--- src/csts_pkg.sv ---
// shared types and constants of the cascade shot trigger sequencer
`default_nettype none

package csts_pkg;

   localparam int unsigned CSR_INDEX_WIDTH = 3;
   localparam int unsigned CSR_DATA_WIDTH  = 32;
   localparam int unsigned TIME_CFG_WIDTH  = 24;
   localparam int unsigned POS_WIDTH       = 32;
   localparam int unsigned OUT_COUNT_WIDTH = 32;
   localparam int unsigned KIND_WIDTH      = 2;
   localparam int unsigned REM_STEP_WIDTH  = $clog2(POS_WIDTH);

   // configuration register indexes
   localparam logic [CSR_INDEX_WIDTH-1:0] CSR_DAQ_DELAY      = 3'd0;
   localparam logic [CSR_INDEX_WIDTH-1:0] CSR_PULSE_WIDTH    = 3'd1;
   localparam logic [CSR_INDEX_WIDTH-1:0] CSR_CAM_EVERY      = 3'd2;
   localparam logic [CSR_INDEX_WIDTH-1:0] CSR_BASELINE_SHOTS = 3'd3;
   localparam logic [CSR_INDEX_WIDTH-1:0] CSR_RECORD_SHOTS   = 3'd4;
   localparam logic [CSR_INDEX_WIDTH-1:0] CSR_CYCLE_SHOTS    = 3'd5;

   // item kinds
   localparam logic [KIND_WIDTH-1:0] KIND_TICK  = 2'd0;
   localparam logic [KIND_WIDTH-1:0] KIND_STOP  = 2'd1;
   localparam logic [KIND_WIDTH-1:0] KIND_START = 2'd2;

   localparam logic [3:0] BLOCK_MARK = 4'b1000;

   typedef struct packed {
      logic [TIME_CFG_WIDTH-1:0] daq_delay;
      logic [TIME_CFG_WIDTH-1:0] pulse_width;
      logic [POS_WIDTH-1:0]      period;
      logic [POS_WIDTH-1:0]      baseline_shots;
      logic [POS_WIDTH-1:0]      record_shots;
      logic [POS_WIDTH-1:0]      cycle_shots;
   } cfg_type;

   typedef struct packed {
      logic                 busy;
      logic                 done;
      logic [POS_WIDTH-1:0] value;
   } rem_type;

   typedef struct packed {
      logic                       daq_out;
      logic                       cam_out;
      logic                       stim_out;
      logic                       block_out;
      logic                       led_daq;
      logic                       led_cam;
      logic                       led_stim;
      logic                       led_block;
      logic [OUT_COUNT_WIDTH-1:0] shot_total;
      logic [OUT_COUNT_WIDTH-1:0] cycles_done;
      logic                       armed;
   } rsp_type;

endpackage

`default_nettype wire

--- src/csts_cfg.sv ---
// configuration registers of the shot trigger sequencer
`default_nettype none

module csts_cfg (
   input  wire                                   clock,
   input  wire                                   reset,
   input  wire                                   csr_write,
   input  wire  [csts_pkg::CSR_INDEX_WIDTH-1:0]  csr_index,
   input  wire  [csts_pkg::CSR_DATA_WIDTH-1:0]   csr_data,
   output csts_pkg::cfg_type                     cfg,
   output logic                                  cam_write
);
   import csts_pkg::*;

   logic [TIME_CFG_WIDTH-1:0] daq_delay_ff;
   logic [TIME_CFG_WIDTH-1:0] pulse_width_ff;
   logic [POS_WIDTH-1:0]      cam_every_ff;
   logic [POS_WIDTH-1:0]      baseline_ff;
   logic [POS_WIDTH-1:0]      record_ff;
   logic [POS_WIDTH-1:0]      cycle_shots_ff;

   always_ff @(posedge clock) begin
      if (reset) begin
         daq_delay_ff   <= '0;
         pulse_width_ff <= TIME_CFG_WIDTH'(10);
         cam_every_ff   <= POS_WIDTH'(1);
         baseline_ff    <= '0;
         record_ff      <= '1;
         cycle_shots_ff <= '1;
      end else if (csr_write) begin
         case (csr_index)
            CSR_DAQ_DELAY:      daq_delay_ff   <= csr_data[TIME_CFG_WIDTH-1:0];
            CSR_PULSE_WIDTH:    pulse_width_ff <= csr_data[TIME_CFG_WIDTH-1:0];
            CSR_CAM_EVERY:      cam_every_ff   <= csr_data[POS_WIDTH-1:0];
            CSR_BASELINE_SHOTS: baseline_ff    <= csr_data[POS_WIDTH-1:0];
            CSR_RECORD_SHOTS:   record_ff      <= csr_data[POS_WIDTH-1:0];
            CSR_CYCLE_SHOTS:    cycle_shots_ff <= csr_data[POS_WIDTH-1:0];
            default: ;
         endcase
      end
   end

   // a zero camera period behaves as one
   always_comb begin
      cfg.daq_delay      = daq_delay_ff;
      cfg.pulse_width    = pulse_width_ff;
      cfg.period         = (cam_every_ff == '0) ? POS_WIDTH'(1) : cam_every_ff;
      cfg.baseline_shots = baseline_ff;
      cfg.record_shots   = record_ff;
      cfg.cycle_shots    = cycle_shots_ff;
   end

   // the new period reaches the remainder unit in the following cycle, with the register
   assign cam_write = csr_write && (csr_index == CSR_CAM_EVERY);

endmodule

`default_nettype wire

--- src/csts_rem.sv ---
// bit-serial remainder unit that realigns the camera phase after a period change
`default_nettype none

module csts_rem (
   input  wire                            clock,
   input  wire                            reset,
   input  wire                            start,
   input  wire  [csts_pkg::POS_WIDTH-1:0] dividend,
   input  wire  [csts_pkg::POS_WIDTH-1:0] divisor,
   output csts_pkg::rem_type              rem
);
   import csts_pkg::*;

   logic                      busy_ff;
   logic                      done_ff;
   logic                      pending_ff;
   logic [REM_STEP_WIDTH-1:0] step_ff;
   logic [POS_WIDTH-1:0]      num_ff;
   logic [POS_WIDTH-1:0]      rem_ff;
   logic [POS_WIDTH:0]        trial;
   logic [POS_WIDTH-1:0]      rem_in;

   always_comb begin
      trial = {rem_ff, num_ff[POS_WIDTH-1]};
      if (trial >= {1'b0, divisor}) begin
         rem_in = POS_WIDTH'(trial - {1'b0, divisor});
      end else begin
         rem_in = trial[POS_WIDTH-1:0];
      end
   end

   // pending holds the load back so the divisor register holds the new period
   always_ff @(posedge clock) begin
      if (reset) begin
         busy_ff    <= 1'b0;
         done_ff    <= 1'b0;
         pending_ff <= 1'b0;
         step_ff    <= '0;
      end else begin
         done_ff <= 1'b0;
         if (start) begin
            pending_ff <= 1'b1;
            busy_ff    <= 1'b0;
         end else if (pending_ff) begin
            pending_ff <= 1'b0;
            busy_ff    <= 1'b1;
            step_ff    <= '1;
            num_ff     <= dividend;
            rem_ff     <= '0;
         end else if (busy_ff) begin
            rem_ff  <= rem_in;
            num_ff  <= {num_ff[POS_WIDTH-2:0], 1'b0};
            step_ff <= step_ff - REM_STEP_WIDTH'(1);
            if (step_ff == '0) begin
               busy_ff <= 1'b0;
               done_ff <= 1'b1;
            end
         end
      end
   end

   assign rem.busy  = busy_ff || pending_ff || start;
   assign rem.done  = done_ff;
   assign rem.value = rem_ff;

endmodule

`default_nettype wire

--- src/csts_core.sv ---
// sequencer state, single-pass tick update and result register
`default_nettype none

module csts_core #(
   parameter int unsigned COUNT_WIDTH = 32,
   parameter int unsigned TIMER_WIDTH = 24
) (
   input  wire                             clock,
   input  wire                             reset,
   input  wire                             step,
   input  wire  [csts_pkg::KIND_WIDTH-1:0] kind,
   input  wire                             trig_level,
   input  csts_pkg::cfg_type               cfg,
   input  csts_pkg::rem_type               rem,
   output logic [csts_pkg::POS_WIDTH-1:0]  cycle_pos,
   output csts_pkg::rsp_type               rsp
);
   import csts_pkg::*;

   typedef enum logic [1:0] {PH_IDLE, PH_DELAY, PH_PULSE} phase_type;

   localparam logic [POS_WIDTH:0] TIMER_MAX = (33'd1 << TIMER_WIDTH) - 33'd1;

   logic                   arm_ff,   arm_in;
   phase_type              phase_ff, phase_in;
   logic [TIMER_WIDTH-1:0] tick_ff,  tick_in;
   logic                   prev_ff,  prev_in;
   logic [POS_WIDTH-1:0]   pos_ff,   pos_in;
   logic [POS_WIDTH-1:0]   camph_ff, camph_in;
   logic [COUNT_WIDTH-1:0] shot_ff,  shot_in;
   logic [COUNT_WIDTH-1:0] cyc_ff,   cyc_in;
   logic [2:0]             pulse_ff, pulse_in;
   logic                   block_ff, block_in;
   logic [3:0]             led_ff,   led_in;
   rsp_type                rsp_ff,   rsp_in;

   logic [TIMER_WIDTH-1:0] delay_load;
   logic [TIMER_WIDTH-1:0] width_load;
   logic [POS_WIDTH-1:0]   delay_ext;
   logic [POS_WIDTH-1:0]   width_ext;
   logic [2:0]             mask;
   logic [63:0]            shot_ext;
   logic [63:0]            cyc_ext;

   // timer loads saturate when the timer is narrower than the register
   always_comb begin
      delay_ext  = POS_WIDTH'(cfg.daq_delay);
      width_ext  = POS_WIDTH'(cfg.pulse_width);
      delay_load = (delay_ext > TIMER_MAX[POS_WIDTH-1:0]) ?
                   TIMER_MAX[TIMER_WIDTH-1:0] : delay_ext[TIMER_WIDTH-1:0];
      width_load = (width_ext > TIMER_MAX[POS_WIDTH-1:0]) ?
                   TIMER_MAX[TIMER_WIDTH-1:0] : width_ext[TIMER_WIDTH-1:0];
   end

   always_comb begin
      arm_in   = arm_ff;
      phase_in = phase_ff;
      tick_in  = tick_ff;
      prev_in  = prev_ff;
      pos_in   = pos_ff;
      camph_in = camph_ff;
      shot_in  = shot_ff;
      cyc_in   = cyc_ff;
      pulse_in = pulse_ff;
      block_in = block_ff;
      led_in   = led_ff;
      mask     = {pos_ff == cfg.baseline_shots, camph_ff == '0, 1'b1};

      case (kind)
         KIND_START: begin
            arm_in   = 1'b1;
            phase_in = PH_IDLE;
            tick_in  = '0;
            prev_in  = 1'b0;
            pos_in   = '0;
            camph_in = '0;
            shot_in  = '0;
            cyc_in   = '0;
            pulse_in = '0;
            block_in = 1'b0;
            led_in   = '0;
         end
         KIND_STOP: begin
            arm_in   = 1'b0;
            phase_in = PH_IDLE;
            tick_in  = '0;
            pulse_in = '0;
         end
         KIND_TICK: begin
            prev_in = trig_level;
            if (phase_in == PH_PULSE) begin
               if (tick_in == '0) begin
                  pulse_in = '0;
                  phase_in = PH_IDLE;
               end else begin
                  tick_in = tick_in - TIMER_WIDTH'(1);
               end
            end
            // edges are only taken when nothing is running
            if (phase_in == PH_IDLE && arm_ff && trig_level && !prev_ff) begin
               phase_in = PH_DELAY;
               tick_in  = delay_load;
            end
            if (phase_in == PH_DELAY) begin
               if (tick_in == '0) begin
                  if (pos_ff >= cfg.record_shots) begin
                     block_in = 1'b1;
                     led_in   = BLOCK_MARK;
                     pulse_in = '0;
                     phase_in = PH_IDLE;
                  end else begin
                     block_in = 1'b0;
                     led_in   = {1'b0, mask};
                     if (width_load == '0) begin
                        pulse_in = '0;
                        phase_in = PH_IDLE;
                     end else begin
                        pulse_in = mask;
                        tick_in  = width_load - TIMER_WIDTH'(1);
                        phase_in = PH_PULSE;
                     end
                  end
                  if (pos_ff >= cfg.cycle_shots) begin
                     pos_in   = '0;
                     camph_in = '0;
                     cyc_in   = cyc_ff + COUNT_WIDTH'(1);
                  end else begin
                     pos_in   = pos_ff + POS_WIDTH'(1);
                     camph_in = (camph_ff + POS_WIDTH'(1) == cfg.period) ?
                                '0 : camph_ff + POS_WIDTH'(1);
                  end
                  shot_in = shot_ff + COUNT_WIDTH'(1);
               end else begin
                  tick_in = tick_in - TIMER_WIDTH'(1);
               end
            end
         end
         default: ;
      endcase

      shot_ext = 64'(shot_in);
      cyc_ext  = 64'(cyc_in);
      rsp_in.daq_out     = pulse_in[0];
      rsp_in.cam_out     = pulse_in[1];
      rsp_in.stim_out    = pulse_in[2];
      rsp_in.block_out   = block_in;
      rsp_in.led_daq     = led_in[0];
      rsp_in.led_cam     = led_in[1];
      rsp_in.led_stim    = led_in[2];
      rsp_in.led_block   = led_in[3];
      rsp_in.shot_total  = shot_ext[OUT_COUNT_WIDTH-1:0];
      rsp_in.cycles_done = cyc_ext[OUT_COUNT_WIDTH-1:0];
      rsp_in.armed       = arm_in;
   end

   always_ff @(posedge clock) begin
      if (reset) begin
         arm_ff   <= 1'b0;
         phase_ff <= PH_IDLE;
         tick_ff  <= '0;
         prev_ff  <= 1'b0;
         pos_ff   <= '0;
         camph_ff <= '0;
         shot_ff  <= '0;
         cyc_ff   <= '0;
         pulse_ff <= '0;
         block_ff <= 1'b0;
         led_ff   <= '0;
      end else begin
         if (step) begin
            arm_ff   <= arm_in;
            phase_ff <= phase_in;
            tick_ff  <= tick_in;
            prev_ff  <= prev_in;
            pos_ff   <= pos_in;
            shot_ff  <= shot_in;
            cyc_ff   <= cyc_in;
            pulse_ff <= pulse_in;
            block_ff <= block_in;
            led_ff   <= led_in;
            rsp_ff   <= rsp_in;
         end
         // realigned camera phase after a period write
         if (rem.done) begin
            camph_ff <= rem.value;
         end else if (step) begin
            camph_ff <= camph_in;
         end
      end
   end

   assign cycle_pos = pos_ff;
   assign rsp       = rsp_ff;

endmodule

`default_nettype wire

--- src/cascade_shot_trigger_sequencer.sv ---
// Shot trigger sequencer: ticks with trigger samples in, output levels per tick out.
//
// Input channel req_*: one item per transfer, req_kind selects a tick carrying
// req_trig_level, a stop (disarm, abort delay and pulse) or a start (clear
// counters, marks and block level, then arm). Every item gives exactly one
// result on rsp_*: the trigger output levels, the four LED marks, the shot
// and cycle counters and the armed flag as they stand after that item.
// Each item passes the input register, the single-pass update and the result
// register before rsp_valid. One item can be taken every cycle while neither
// rsp_stall nor a remainder pass holds it back. While rsp_stall holds the
// result, one more item waits in the input register, then req_stall rises.
// Configuration goes through csr_write/csr_index/csr_data while the block is
// idle, a rule the user keeps; the block does not enforce it. A camera period
// write starts a remainder pass to realign the camera phase; req_stall is high
// meanwhile. Reset is synchronous: configuration returns to its defaults, the
// block is disarmed and idle with zero counters, and no result is pending.
`default_nettype none

module cascade_shot_trigger_sequencer #(
   parameter int unsigned COUNT_WIDTH = 32,
   parameter int unsigned TIMER_WIDTH = 24
) (
   input  wire                                  clock,
   input  wire                                  reset,
   input  wire                                  req_valid,
   output logic                                 req_stall,
   input  wire  [csts_pkg::KIND_WIDTH-1:0]      req_kind,
   input  wire                                  req_trig_level,
   output logic                                 rsp_valid,
   input  wire                                  rsp_stall,
   output logic                                 rsp_daq_out,
   output logic                                 rsp_cam_out,
   output logic                                 rsp_stim_out,
   output logic                                 rsp_block_out,
   output logic                                 rsp_led_daq,
   output logic                                 rsp_led_cam,
   output logic                                 rsp_led_stim,
   output logic                                 rsp_led_block,
   output logic [csts_pkg::OUT_COUNT_WIDTH-1:0] rsp_shot_total,
   output logic [csts_pkg::OUT_COUNT_WIDTH-1:0] rsp_cycles_done,
   output logic                                 rsp_armed,
   input  wire                                  csr_write,
   input  wire  [csts_pkg::CSR_INDEX_WIDTH-1:0] csr_index,
   input  wire  [csts_pkg::CSR_DATA_WIDTH-1:0]  csr_data
);
   import csts_pkg::*;

   cfg_type              cfg;
   rem_type              rem;
   rsp_type              rsp;
   logic                 cam_write;
   logic [POS_WIDTH-1:0] cycle_pos;

   logic                  in_valid_ff;
   logic [KIND_WIDTH-1:0] in_kind_ff;
   logic                  in_level_ff;
   logic                  out_valid_ff;
   logic                  out_free;
   logic                  step;
   logic                  req_xfer;

   assign out_free  = !out_valid_ff || !rsp_stall;
   assign step      = in_valid_ff && out_free;
   assign req_stall = (in_valid_ff && !out_free) || rem.busy;
   assign req_xfer  = req_valid && !req_stall;

   always_ff @(posedge clock) begin
      if (reset) begin
         in_valid_ff  <= 1'b0;
         out_valid_ff <= 1'b0;
      end else begin
         if (req_xfer) begin
            in_valid_ff <= 1'b1;
         end else if (step) begin
            in_valid_ff <= 1'b0;
         end
         if (step) begin
            out_valid_ff <= 1'b1;
         end else if (!rsp_stall) begin
            out_valid_ff <= 1'b0;
         end
      end
   end

   always_ff @(posedge clock) begin
      if (req_xfer) begin
         in_kind_ff  <= req_kind;
         in_level_ff <= req_trig_level;
      end
   end

   csts_cfg u_cfg (
      .clock     (clock),
      .reset     (reset),
      .csr_write (csr_write),
      .csr_index (csr_index),
      .csr_data  (csr_data),
      .cfg       (cfg),
      .cam_write (cam_write)
   );

   csts_rem u_rem (
      .clock    (clock),
      .reset    (reset),
      .start    (cam_write),
      .dividend (cycle_pos),
      .divisor  (cfg.period),
      .rem      (rem)
   );

   csts_core #(
      .COUNT_WIDTH (COUNT_WIDTH),
      .TIMER_WIDTH (TIMER_WIDTH)
   ) u_core (
      .clock      (clock),
      .reset      (reset),
      .step       (step),
      .kind       (in_kind_ff),
      .trig_level (in_level_ff),
      .cfg        (cfg),
      .rem        (rem),
      .cycle_pos  (cycle_pos),
      .rsp        (rsp)
   );

   assign rsp_valid       = out_valid_ff;
   assign rsp_daq_out     = rsp.daq_out;
   assign rsp_cam_out     = rsp.cam_out;
   assign rsp_stim_out    = rsp.stim_out;
   assign rsp_block_out   = rsp.block_out;
   assign rsp_led_daq     = rsp.led_daq;
   assign rsp_led_cam     = rsp.led_cam;
   assign rsp_led_stim    = rsp.led_stim;
   assign rsp_led_block   = rsp.led_block;
   assign rsp_shot_total  = rsp.shot_total;
   assign rsp_cycles_done = rsp.cycles_done;
   assign rsp_armed       = rsp.armed;

endmodule

`default_nettype wire

--- config.mk ---
export PLATFORM = sky130hd
export DESIGN_NAME = cascade_shot_trigger_sequencer
export DESIGN_NICKNAME = d
export VERILOG_FILES = /design/src/csts_pkg.sv /design/src/csts_cfg.sv /design/src/csts_rem.sv /design/src/csts_core.sv /design/src/cascade_shot_trigger_sequencer.sv
export SDC_FILE = /design/constraint.sdc
export NUM_CORES = 1
export LEC_CHECK = 0
export ABC_AREA = 1
export BUFFER_PORTS_ARGS = -buffer_cell sky130_fd_sc_hd__clkbuf_2
export CAP_MARGIN = 25
export CORE_MARGIN = 1
export CORE_UTILIZATION = 29
export CTS_CLUSTER_SIZE = 24
export DETAILED_ROUTE_END_ITERATION = 12
export PLACE_DENSITY = 0.41
export SLEW_MARGIN = 10
export SYNTH_ARGS = -nofsm -noshare
export SYNTH_HDL_FRONTEND = slang
export SYNTH_SLANG_ARGS = --single-unit
--- constraint.sdc ---
create_clock -name clock -period 5.65 [get_ports clock]
set_clock_uncertainty 0.15 [all_clocks]
set_input_delay 0 -clock clock [delete_from_list [all_inputs] [get_ports clock]]
set_output_delay 0 -clock clock [all_outputs]
set_load 0.02 [all_outputs]
==> impl_metrics.yaml, run 1 <==
outcome:
  status: "finished, final reports clean"
worst_setup_path:
  crit_arrival_ns: 5.06
  endpoint_kind: "register"
  cp_cell_sequence: "inv_1 > ha_1 > inv_1 > nor2_1 > nand2_1 > nor2_1 > nand3_4 > nand2_4 > nand3_4 > inv_2 > nand2_1 > nand2_2 > nand2_1 > nor2_2 > nand2_1 > nor2_4 > buf_4 > nand2_2 > inv_2 > o21ai_0 > nand2_1 > nand2_1 > nand2_1 > a21oi_1"
  worstRegToRegCells: 24
  crit_path_frequent_cell: "nand2_1"
  worstSetupStartpointType: "register"
  r2r-start: "u_core.tick_ff[0]$_SDFFE_PP0P_"
  path_buf_inv: 5
  path_max_fanout: 30
  crit_path_start: "u_core.tick_ff[0]$_SDFFE_PP0P_"
  cpPeakStageDelay_ns: 0.37
  crit_type: "reg2reg"
  worstPathRequired_ns: 5.97
  slowest_stage: "buf_4"
  crit_family: "simple AND/OR/NAND/NOR gates"
  cp.depth: 24
routing:
  wl_met3_um: 4680
  num_vias: 28800
  first_pass_iters: 5
  wl_um: 110000
  route.detailed.drc: 0
  drt_iter0_markers: 2296
  ant_nets: 0
  wl_per_cell_um: 18.7
  viasPerCell: 4.91
  m1WireLength_um: 55300
  wl_met2_um: 47800
  top_layer_used: "met4"
synth:
  synth_top_area_share_pct: 23.4
  synthTopCellsByCount: "nand2_1, inv_1, dfxtp_1"
  netlist_area_um2: 29900
  yosysUniqueCellTypes: 53
  synth_area_leader_cell: "dfxtp_1"
  synth_edf_count: 140
  ys.flop_type: "dfxtp_1"
  synth_nets: 4518
  synth-warning-count: 0
  synthArstFlopShare_pct: 0
  synth_cells: 4365
  syn_avg_cell_area_um2: 6.85
  synth-seq-cells: 490
  yosysMostFrequentCell: "nand2_1"
  ys_seq_area_share_pct: 37.5
  synth.area.top_cells: "dfxtp_1, nand2_1, edfxtp_1"
floorplanning:
  floorplan.initialDensity_pct: 29.3
  fp.dieH_um: 323
  dieArea_um2: 104000
  num_rows: 117
  core_area_um2: 102000
  io_pins: 118
  die_w_um: 323
sta:
  rsz0062_at_grt: "no"
  fin_crit_sh_pct: 83.9
  fmax_ghz: 0.211
  finalSetupTns_ns: 0
  worstMarginPinSlew_ns: 1.02
  hold_viol_final: 0
  period_needed_ns: 4.74
  slew_headroom_pct: 31.7
  finalWorstSetupSlack_ns: 0.910
  final_max_slew_viol_count: 0
  setup_viol: 0
global_routing:
  grt_pass1_vias: 27200
  grt_pass1_wl_um: 168000
  grt_max_degree: 102
  grtUsageTotal_pct: 21.0
  antenna_found_initial: 1
  grt_overflow: 0
placed_design:
  dp_slack_ns: 0.933
  io_buffers: 117
  hpwlAfterDp_um: 80000
  gp_congestion: 0.902
worst_hold_path:
  hold_class: "in2reg"
  hp-start: "req_valid"
  holdPathStages: 3
run:
  cap_violations: 0
clocking:
  htreeDepth: 3
  cts_root_buffer: "clkbuf_16"
  cts_buffers: 66
  cts_setup_buffers: 0
  tritoncts: "done"
  cts_num_sinks: 490
  clkLatencyLatePin_ns: 0.65
  clkTransAtPathRegs_ns: 0.06
  ctsLongestPathBuffers: 3
power_and_ir_drop:
  ir_worst_vdd_v: 0.000222
  power_density_nw_per_um2: 272
  power_mw: 9.38
  leakage_nw: 15.0
layout:
  drive_gt1_share_pct: 7.14
  fillers: 11000
  synthToLayoutAreaGrowth_pct: 15.5
  antenna_cells: 0
  final_nets: 4598
==> registers in the layout (all words and copies together), names as in the netlist, 3 cells and up <==
signal,flops
u_core.rsp,73
u_cfg.baseline_ff,32
u_cfg.cam_every_ff,32
u_cfg.cycle_shots_ff,32
u_cfg.record_ff,32
u_core.camph_ff,32
u_core.cyc_ff,32
u_core.cycle_pos,32
u_core.shot_ff,32
u_rem.num_ff,32
u_rem.rem_ff,32
u_cfg.daq_delay_ff,24
u_cfg.pulse_width_ff,24
u_core.tick_ff,24
u_rem.step_ff,5
u_core.led_ff,4
u_core.pulse_ff,3
==> stage by stage <==
step | hold slack, ns | std cells | util (%) | cell area, um^2
after detailed placement | 0.0315 | 5696 | 31.1 | 31800
after CTS | 0.00859 | 5861 | 33.8 | 34500
after floorplan | -0.0511 | 4365 | - | 29900
after global placement | 0.0329 | 5694 | 31.1 | 31700
final | 0.0513 | 5864 | 33.8 | 34500
after global routing | 0.0506 | 5864 | 33.8 | 34500
==> layout by cell type, fill, tap and decap left out, types with 92 or more instances in the layout <==
cell,synthesis,layout
nand3_1,294,292
clkbuf_2,0,117
o21ai_0,309,309
nand2_1,1244,1242
edfxtp_1,140,140
xor2_1,92,92
nor2_1,309,302
nand4_1,108,108
a21oi_1,330,330
inv_1,521,519
ha_1,109,108
dfxtp_1,350,350
==> cell type report <==
| cell class | count | area, um^2 | area share (%) |
|---|---|---|---|
| multi-input combinational | 3150 | 15900 | 46.1 |
| sequential | 490 | 11200 | 32.5 |
| inverter | 532 | 2000 | 5.80 |
| clock buffer | 96 | 1960 | 5.68 |
| tap | 1368 | 1710 | 4.96 |
| timing repair buffer | 205 | 1430 | 4.13 |
| clock inverter | 23 | 289 | 0.837 |
==> path summary, 6_finish.rpt <==
check	endpoint	slack [ns]
setup / recovery	u_core.tick_ff[22]$_SDFFE_PP0P_	0.91
hold / removal	in_kind_ff[0]$_DFFE_PP_	0.05
setup reg to reg	u_core.tick_ff[22]$_SDFFE_PP0P_	0.91
hold reg to reg	u_rem.done_ff$_SDFF_PP0_	0.31
==> logic make-up after synthesis <==
| kind of cell | share of synthesized area (%) |
|---|---|
| simple gates | 29.9 |
| compound gates | 14.5 |
| buf+inv | 9.41 |
| flops | 37.5 |
| xor+xnor | 4.03 |
| fa+ha+maj | 4.63 |
| mux | 0.0335 |
==> per-layer routing <==
metal,global-route usage [%],vias to the layer above
met5,0,-
li1,-,14600
met2,32.3,601
met4,5.07,0
met1,30.8,13500
met3,2.59,106
==> worst min-delay path: stages <==
cell,delay (ns)
clkbuf_2,0.16
nand4_1,0.33
inv_1,0.14
==> report_power, final <==
part	total (mW)	internal, mW	switching (mW)
clock network	4.39	2.65	1.74
logic	1.16	0.347	0.812
registers	3.83	3.73	0.105
total	9.38	6.72	2.66
==> what timing repair did <==
item                                   4_1_cts  5_1_grt
hold buffers                                46        0
endpoints found under the hold margin      246        0
gates resized for setup                      0        0
Power figures use the tool's default switching activity.
==> run 2, diff against run 1 <==
clock period = 4.46 ns   (was 5.65 ns; I/O delays follow)
==> impl_metrics.yaml, run 2 (synthesis results as in run 1) <==
outcome:
  status: "finished, final reports clean"
global_routing:
  grt_max_degree: 98
  antenna_found_initial: 1
  grt_pass1_wl_um: 166000
  grtUsageTotal_pct: 20.7
  grt_pass1_vias: 27000
  grt_overflow: 0
floorplanning:
  floorplan.initialDensity_pct: 29.3
  core_area_um2: 102000
  dieArea_um2: 104000
  fp.dieH_um: 323
  io_pins: 118
  num_rows: 117
  die_w_um: 323
layout:
  largest_reg_flops: 73
  most-common-layout-cells: "nand2_1, inv_1, dfxtp_1"
  final_cells: 5906
  synthToLayoutAreaGrowth_pct: 16.9
  final_common_cell: "nand2_1"
  final_nets: 4641
  drive_gt1_share_pct: 7.71
sta:
  finalSetupTns_ns: 0
  setup_viol: 0
  slew_headroom_pct: 28.1
  hold_ws_ns: 0.0528
  fmax_ghz: 0.236
  hold_viol_final: 0
  worstMarginPinSlew_ns: 1.07
  final_max_slew_viol_count: 0
  period_needed_ns: 4.24
  fin_crit_sh_pct: 95.1
  rsz0062_at_grt: "no"
routing:
  first_pass_iters: 5
  route.detailed.drc: 0
  wl_per_cell_um: 18.5
  wl_um: 109000
  num_vias: 28700
  ant_nets: 0
  viasPerCell: 4.86
  drt_iter0_markers: 2097
clocking:
  cts_root_buffer: "clkbuf_16"
  clkLatencyLatePin_ns: 0.63
  clkTransAtPathRegs_ns: 0.06
  cts_setup_buffers: 0
  htreeDepth: 3
  ctsLongestPathBuffers: 3
  cts_buffers: 66
  tritoncts: "done"
  cts_num_sinks: 490
worst_setup_path:
  r2r-start: "u_cfg.cam_every_ff[1]$_SDFFE_PP0P_"
  crit_type: "reg2reg"
  worstSetupStartpointType: "register"
  path_max_fanout: 4
  worstRegToRegCells: 19
  r2r-end: "u_rem.rem_ff[28]$_SDFFCE_PP0P_"
  crit_arrival_ns: 4.45
  endpoint_kind: "register"
  worstPathRequired_ns: 4.67
  regToRegSetupSlack_ns: 0.22
placed_design:
  hpwlAfterDp_um: 79500
  io_buffers: 117
  dp.cells: 5730
  gp_congestion: 0.876
worst_hold_path:
  min_to: "in_kind_ff[0]$_DFFE_PP_"
  holdPathStages: 3
  hp-start: "req_valid"
  hold_class: "in2reg"
power_and_ir_drop:
  power_density_nw_per_um2: 341
  ir_worst_vdd_v: 0.000226
  leakage_nw: 15.2
run:
  cap_violations: 0
run 2: through the flow:
| step | worst slack [ns] | utilization, % | cell area, um^2 | total power, mW |
|---|---|---|---|---|
| finish | 0.218 | 34.2 | 34900 | 11.9 |
| global route | 0.0112 | 34.2 | 34900 | 12.4 |
| CTS | 0.144 | 34.2 | 34900 | 12.1 |
| detailed placement | 0.165 | 31.5 | 32100 | 6.43 |
| global placement | 0.0507 | 31.4 | 32100 | 6.43 |
| floorplan | 0.437 | - | 29900 | 5.89 |
run 2: how the worst max path moves through the flow:
| stage | depth (start not counted) | from | to | slack, ns |
|---|---|---|---|---|
| after floorplan | 4 | u_rem.pending_ff$_SDFF_PP0_ | u_rem.num_ff[0]$_SDFFCE_PN0P_ | 0.44 |
| after global placement | 19 | u_cfg.cam_every_ff[1]$_SDFFE_PP0P_ | u_rem.rem_ff[28]$_SDFFCE_PP0P_ | 0.05 |
| after detailed placement | 19 | u_cfg.cam_every_ff[1]$_SDFFE_PP0P_ | u_rem.rem_ff[22]$_SDFFCE_PP0P_ | 0.16 |
| after CTS | 19 | u_cfg.cam_every_ff[1]$_SDFFE_PP0P_ | u_rem.rem_ff[22]$_SDFFCE_PP0P_ | 0.14 |
| after global routing | 19 | u_cfg.cam_every_ff[1]$_SDFFE_PP0P_ | u_rem.rem_ff[28]$_SDFFCE_PP0P_ | 0.01 |
| final | 19 | u_cfg.cam_every_ff[1]$_SDFFE_PP0P_ | u_rem.rem_ff[28]$_SDFFCE_PP0P_ | 0.22 |
run 2: report_power, final:
part | leakage, nW | switching, mW | internal [mW]
clock | 1.09 | 2.17 | 3.37
sequential | 4.15 | 0.126 | 4.72
combinational | 9.92 | 1.05 | 0.473
run 2: layout make-up:
cell class / instances / area [um^2]
Timing Repair Buffer: 248 / 1850
Sequential cell: 490 / 11200
Clock inverter: 24 / 320
Inverter: 532 / 2000
Antenna cell: 1 / 2.50
Fill cell: 11100 / 67100
Clock buffer: 93 / 1900
Tap cell: 1368 / 1710
Multi-Input combinational cell: 3150 / 15900
run 2: routing by layer:
layer | vias to the layer above | track usage, % | wire length (um)
met5 | - | 0 | 0
li1 | 14700 | - | -
met2 | 654 | 31.8 | 47200
met1 | 13300 | 30.6 | 54900
met3 | 109 | 2.35 | 4580
met4 | 0 | 4.97 | 2330
run 2: worst max-delay path, stage by stage, from the launching register on:
cell and delay (ns):
dfxtp_1 0.45, inv_1 0.12, nand4_1 0.15, nor2_1 0.08, nand4_1 0.16, nand2_1 0.16
ha_1 0.27, fa_1 0.43, o21bai_1 0.17, a21oi_1 0.11, o21ai_0 0.30, a21boi_0 0.15
buf_4 0.18, o21ai_1 0.24, a21oi_1 0.16, o21bai_1 0.32, nand2_1 0.09, nand2_1 0.09
xnor2_1 0.13, a21oi_1 0.09
run 2: what timing repair did:
action                                  in CTS  in global routing
hold buffers                                58                  0
resized for setup                            0                  3
endpoints found under the setup margin       0                  3
endpoints found under the hold margin      238                  0
==> run 3, diff against run 2 <==
CAP_MARGIN = 20   (was 25)
CTS_BUF_LIST = sky130_fd_sc_hd__clkbuf_8   (was unset)
PLACE_DENSITY = 0.42   (was 0.41)
clock period = 3.7 ns   (was 4.46 ns; I/O delays follow)
==> impl_metrics.yaml, run 3 (synthesis results as in run 1) <==
floorplanning:
  die_w_um: 323
  io_pins: 118
  core_area_um2: 102000
  dieArea_um2: 104000
  fp.dieH_um: 323
  floorplan.initialDensity_pct: 29.3
  num_rows: 117
sta:
  fin_crit_sh_pct: 97.0
  finalSetupTns_ns: 0
  hold_ws_ns: 0.0618
  slew_headroom_pct: 31.5
  rsz0062_at_grt: "yes"
  hold_viol_final: 0
  fmax_ghz: 0.279
  final_max_slew_viol_count: 0
  setup_viol: 0
  worstMarginPinSlew_ns: 1.02
  period_needed_ns: 3.59
layout:
  most-common-layout-cells: "nand2_1, inv_1, dfxtp_1"
  final_common_cell: "nand2_1"
  fillers: 11100
  largest_reg_flops: 73
  synthToLayoutAreaGrowth_pct: 22.8
  drive_gt1_share_pct: 12.0
  fin_area_um2: 36700
  post-route-util_pct: 36.0
  final_nets: 4863
power_and_ir_drop:
  power_mw: 13.7
  p_sw_share_pct: 30.7
  power_density_nw_per_um2: 373
  power.share.clock_pct: 42.5
  switching_power_mw: 4.19
  p_comb_share_pct: 14.8
  ir_worst_vdd_v: 0.000288
  leakage_nw: 16.3
  p_seq_share_pct: 42.7
  power.internal_mw: 9.48
routing:
  first_pass_iters: 7
  num_vias: 30200
  wl_um: 116000
  viasPerCell: 4.90
  route.detailed.drc: 0
  wl_per_cell_um: 18.8
  ant_nets: 0
  drt_iter0_markers: 2507
global_routing:
  grt_pass1_wl_um: 172000
  grtUsageTotal_pct: 21.4
  grt_overflow: 0
  antenna_found_initial: 2
  grt_max_degree: 81
  grt_pass1_vias: 28000
placed_design:
  place_area_um2: 33100
  gp_congestion: 0.894
  hpwlAfterDp_um: 81700
  io_buffers: 117
worst_setup_path:
  crit_arrival_ns: 3.94
  slowest_stage: "fa_1"
  crit_type: "reg2reg"
  cp_cell_sequence: "inv_2 > nand4_1 > nor2_1 > nand4_1 > nand2_2 > ha_4 > fa_1 > o21bai_1 > a21oi_1 > o21ai_1 > a21boi_0 > buf_4 > o21ai_0 > buf_4 > a21oi_1 > o21bai_2 > nand2_1 > nand2_1 > xnor2_1 > a21oi_1"
  endpoint_kind: "register"
  crit_path_frequent_cell: "a21oi_1"
  cpPeakStageDelay_ns: 0.39
  worstPathRequired_ns: 4.05
  path_max_fanout: 4
  worstRegToRegCells: 20
  worstSetupStartpointType: "register"
clocking:
  cts_root_buffer: "clkbuf_8"
  cts_buffers: 98
  ctsLongestPathBuffers: 3
  cts_num_sinks: 490
  clkLatencyLatePin_ns: 0.76
  tritoncts: "done"
  htreeDepth: 3
  clkTransAtPathRegs_ns: 0.06
worst_hold_path:
  holdPathStages: 4
  hold_class: "in2reg"
run:
  cap_violations: 0
outcome:
  status: "finished, final reports clean"
run 3: path summary, 6_finish.rpt:
path	from	to	slack, ns
max	u_cfg.cam_every_ff[7]$_SDFFE_PP0P_	u_rem.rem_ff[28]$_SDFFCE_PP0P_	0.11
min	csr_data[13]	u_cfg.baseline_ff[13]$_SDFFE_PP0P_	0.06
max reg2reg	u_cfg.cam_every_ff[7]$_SDFFE_PP0P_	u_rem.rem_ff[28]$_SDFFCE_PP0P_	0.11
min reg2reg	u_rem.step_ff[0]$_SDFFE_PP0P_	u_rem.step_ff[0]$_SDFFE_PP0P_	0.31
run 3: cell type report:
type                    count  area, um^2  area share, %
multi-input cells        3150       16100           43.7
clock buffers             114        1570           4.27
repair buffers            438        3700           10.1
inverters                 532        2030           5.52
flip-flops and latches    490       11200           30.5
clock inverters            68         424           1.16
well taps                1368        1710           4.66
diodes                      2        5.00         0.0136
run 3: through the flow:
stage / worst slack (ns) / std cells
floorplan: 0.283 / 4365
global placement: -0.167 / 5853
detailed placement: -0.137 / 5854
CTS: 0.00501 / 6134
global route: -0.0480 / 6161
finish: 0.111 / 6162
run 3: power groups by stage:
stage	Sequential, mW	Combinational [mW]	Clock (mW)
floorplan	5.93	1.17	0
global placement	5.95	1.86	0
detailed placement	5.95	1.86	0
CTS	5.84	1.95	6.00
global route	5.85	2.24	6.26
finish	5.84	2.02	5.82
run 3: repair_timing:
item,in CTS,in global routing
resized for setup,4,65
gates cloned,0,15
hold buffers,98,0
hold endpoints to repair,259,0
pin swaps,0,14
setup endpoints to repair,15,257
buffers inserted,0,11
run 3: critical path, delay by kind of cell (launching register included):
kind	cells	cell delay (ns)
and+or+nand+nor	6	0.61
buffers and inverters	3	0.40
AOI/OAI and AO/OA	8	1.14
DFF	1	0.38
xor gates and xnor gates	1	0.12
adders and majority gates	2	0.56
run 3: routing by layer:
| metal | wire [um] | global-route usage [%] | part of all wire, % | vias up |
|---|---|---|---|---|
| met5 | 0 | 0 | 0 | - |
| met4 | 2500 | 5.76 | 2.2 | 0 |
| met3 | 5400 | 2.77 | 4.7 | 127 |
| met2 | 50100 | 32.5 | 43 | 698 |
| met1 | 58000 | 31.4 | 50 | 14200 |
| li1 | - | - | - | 15200 |
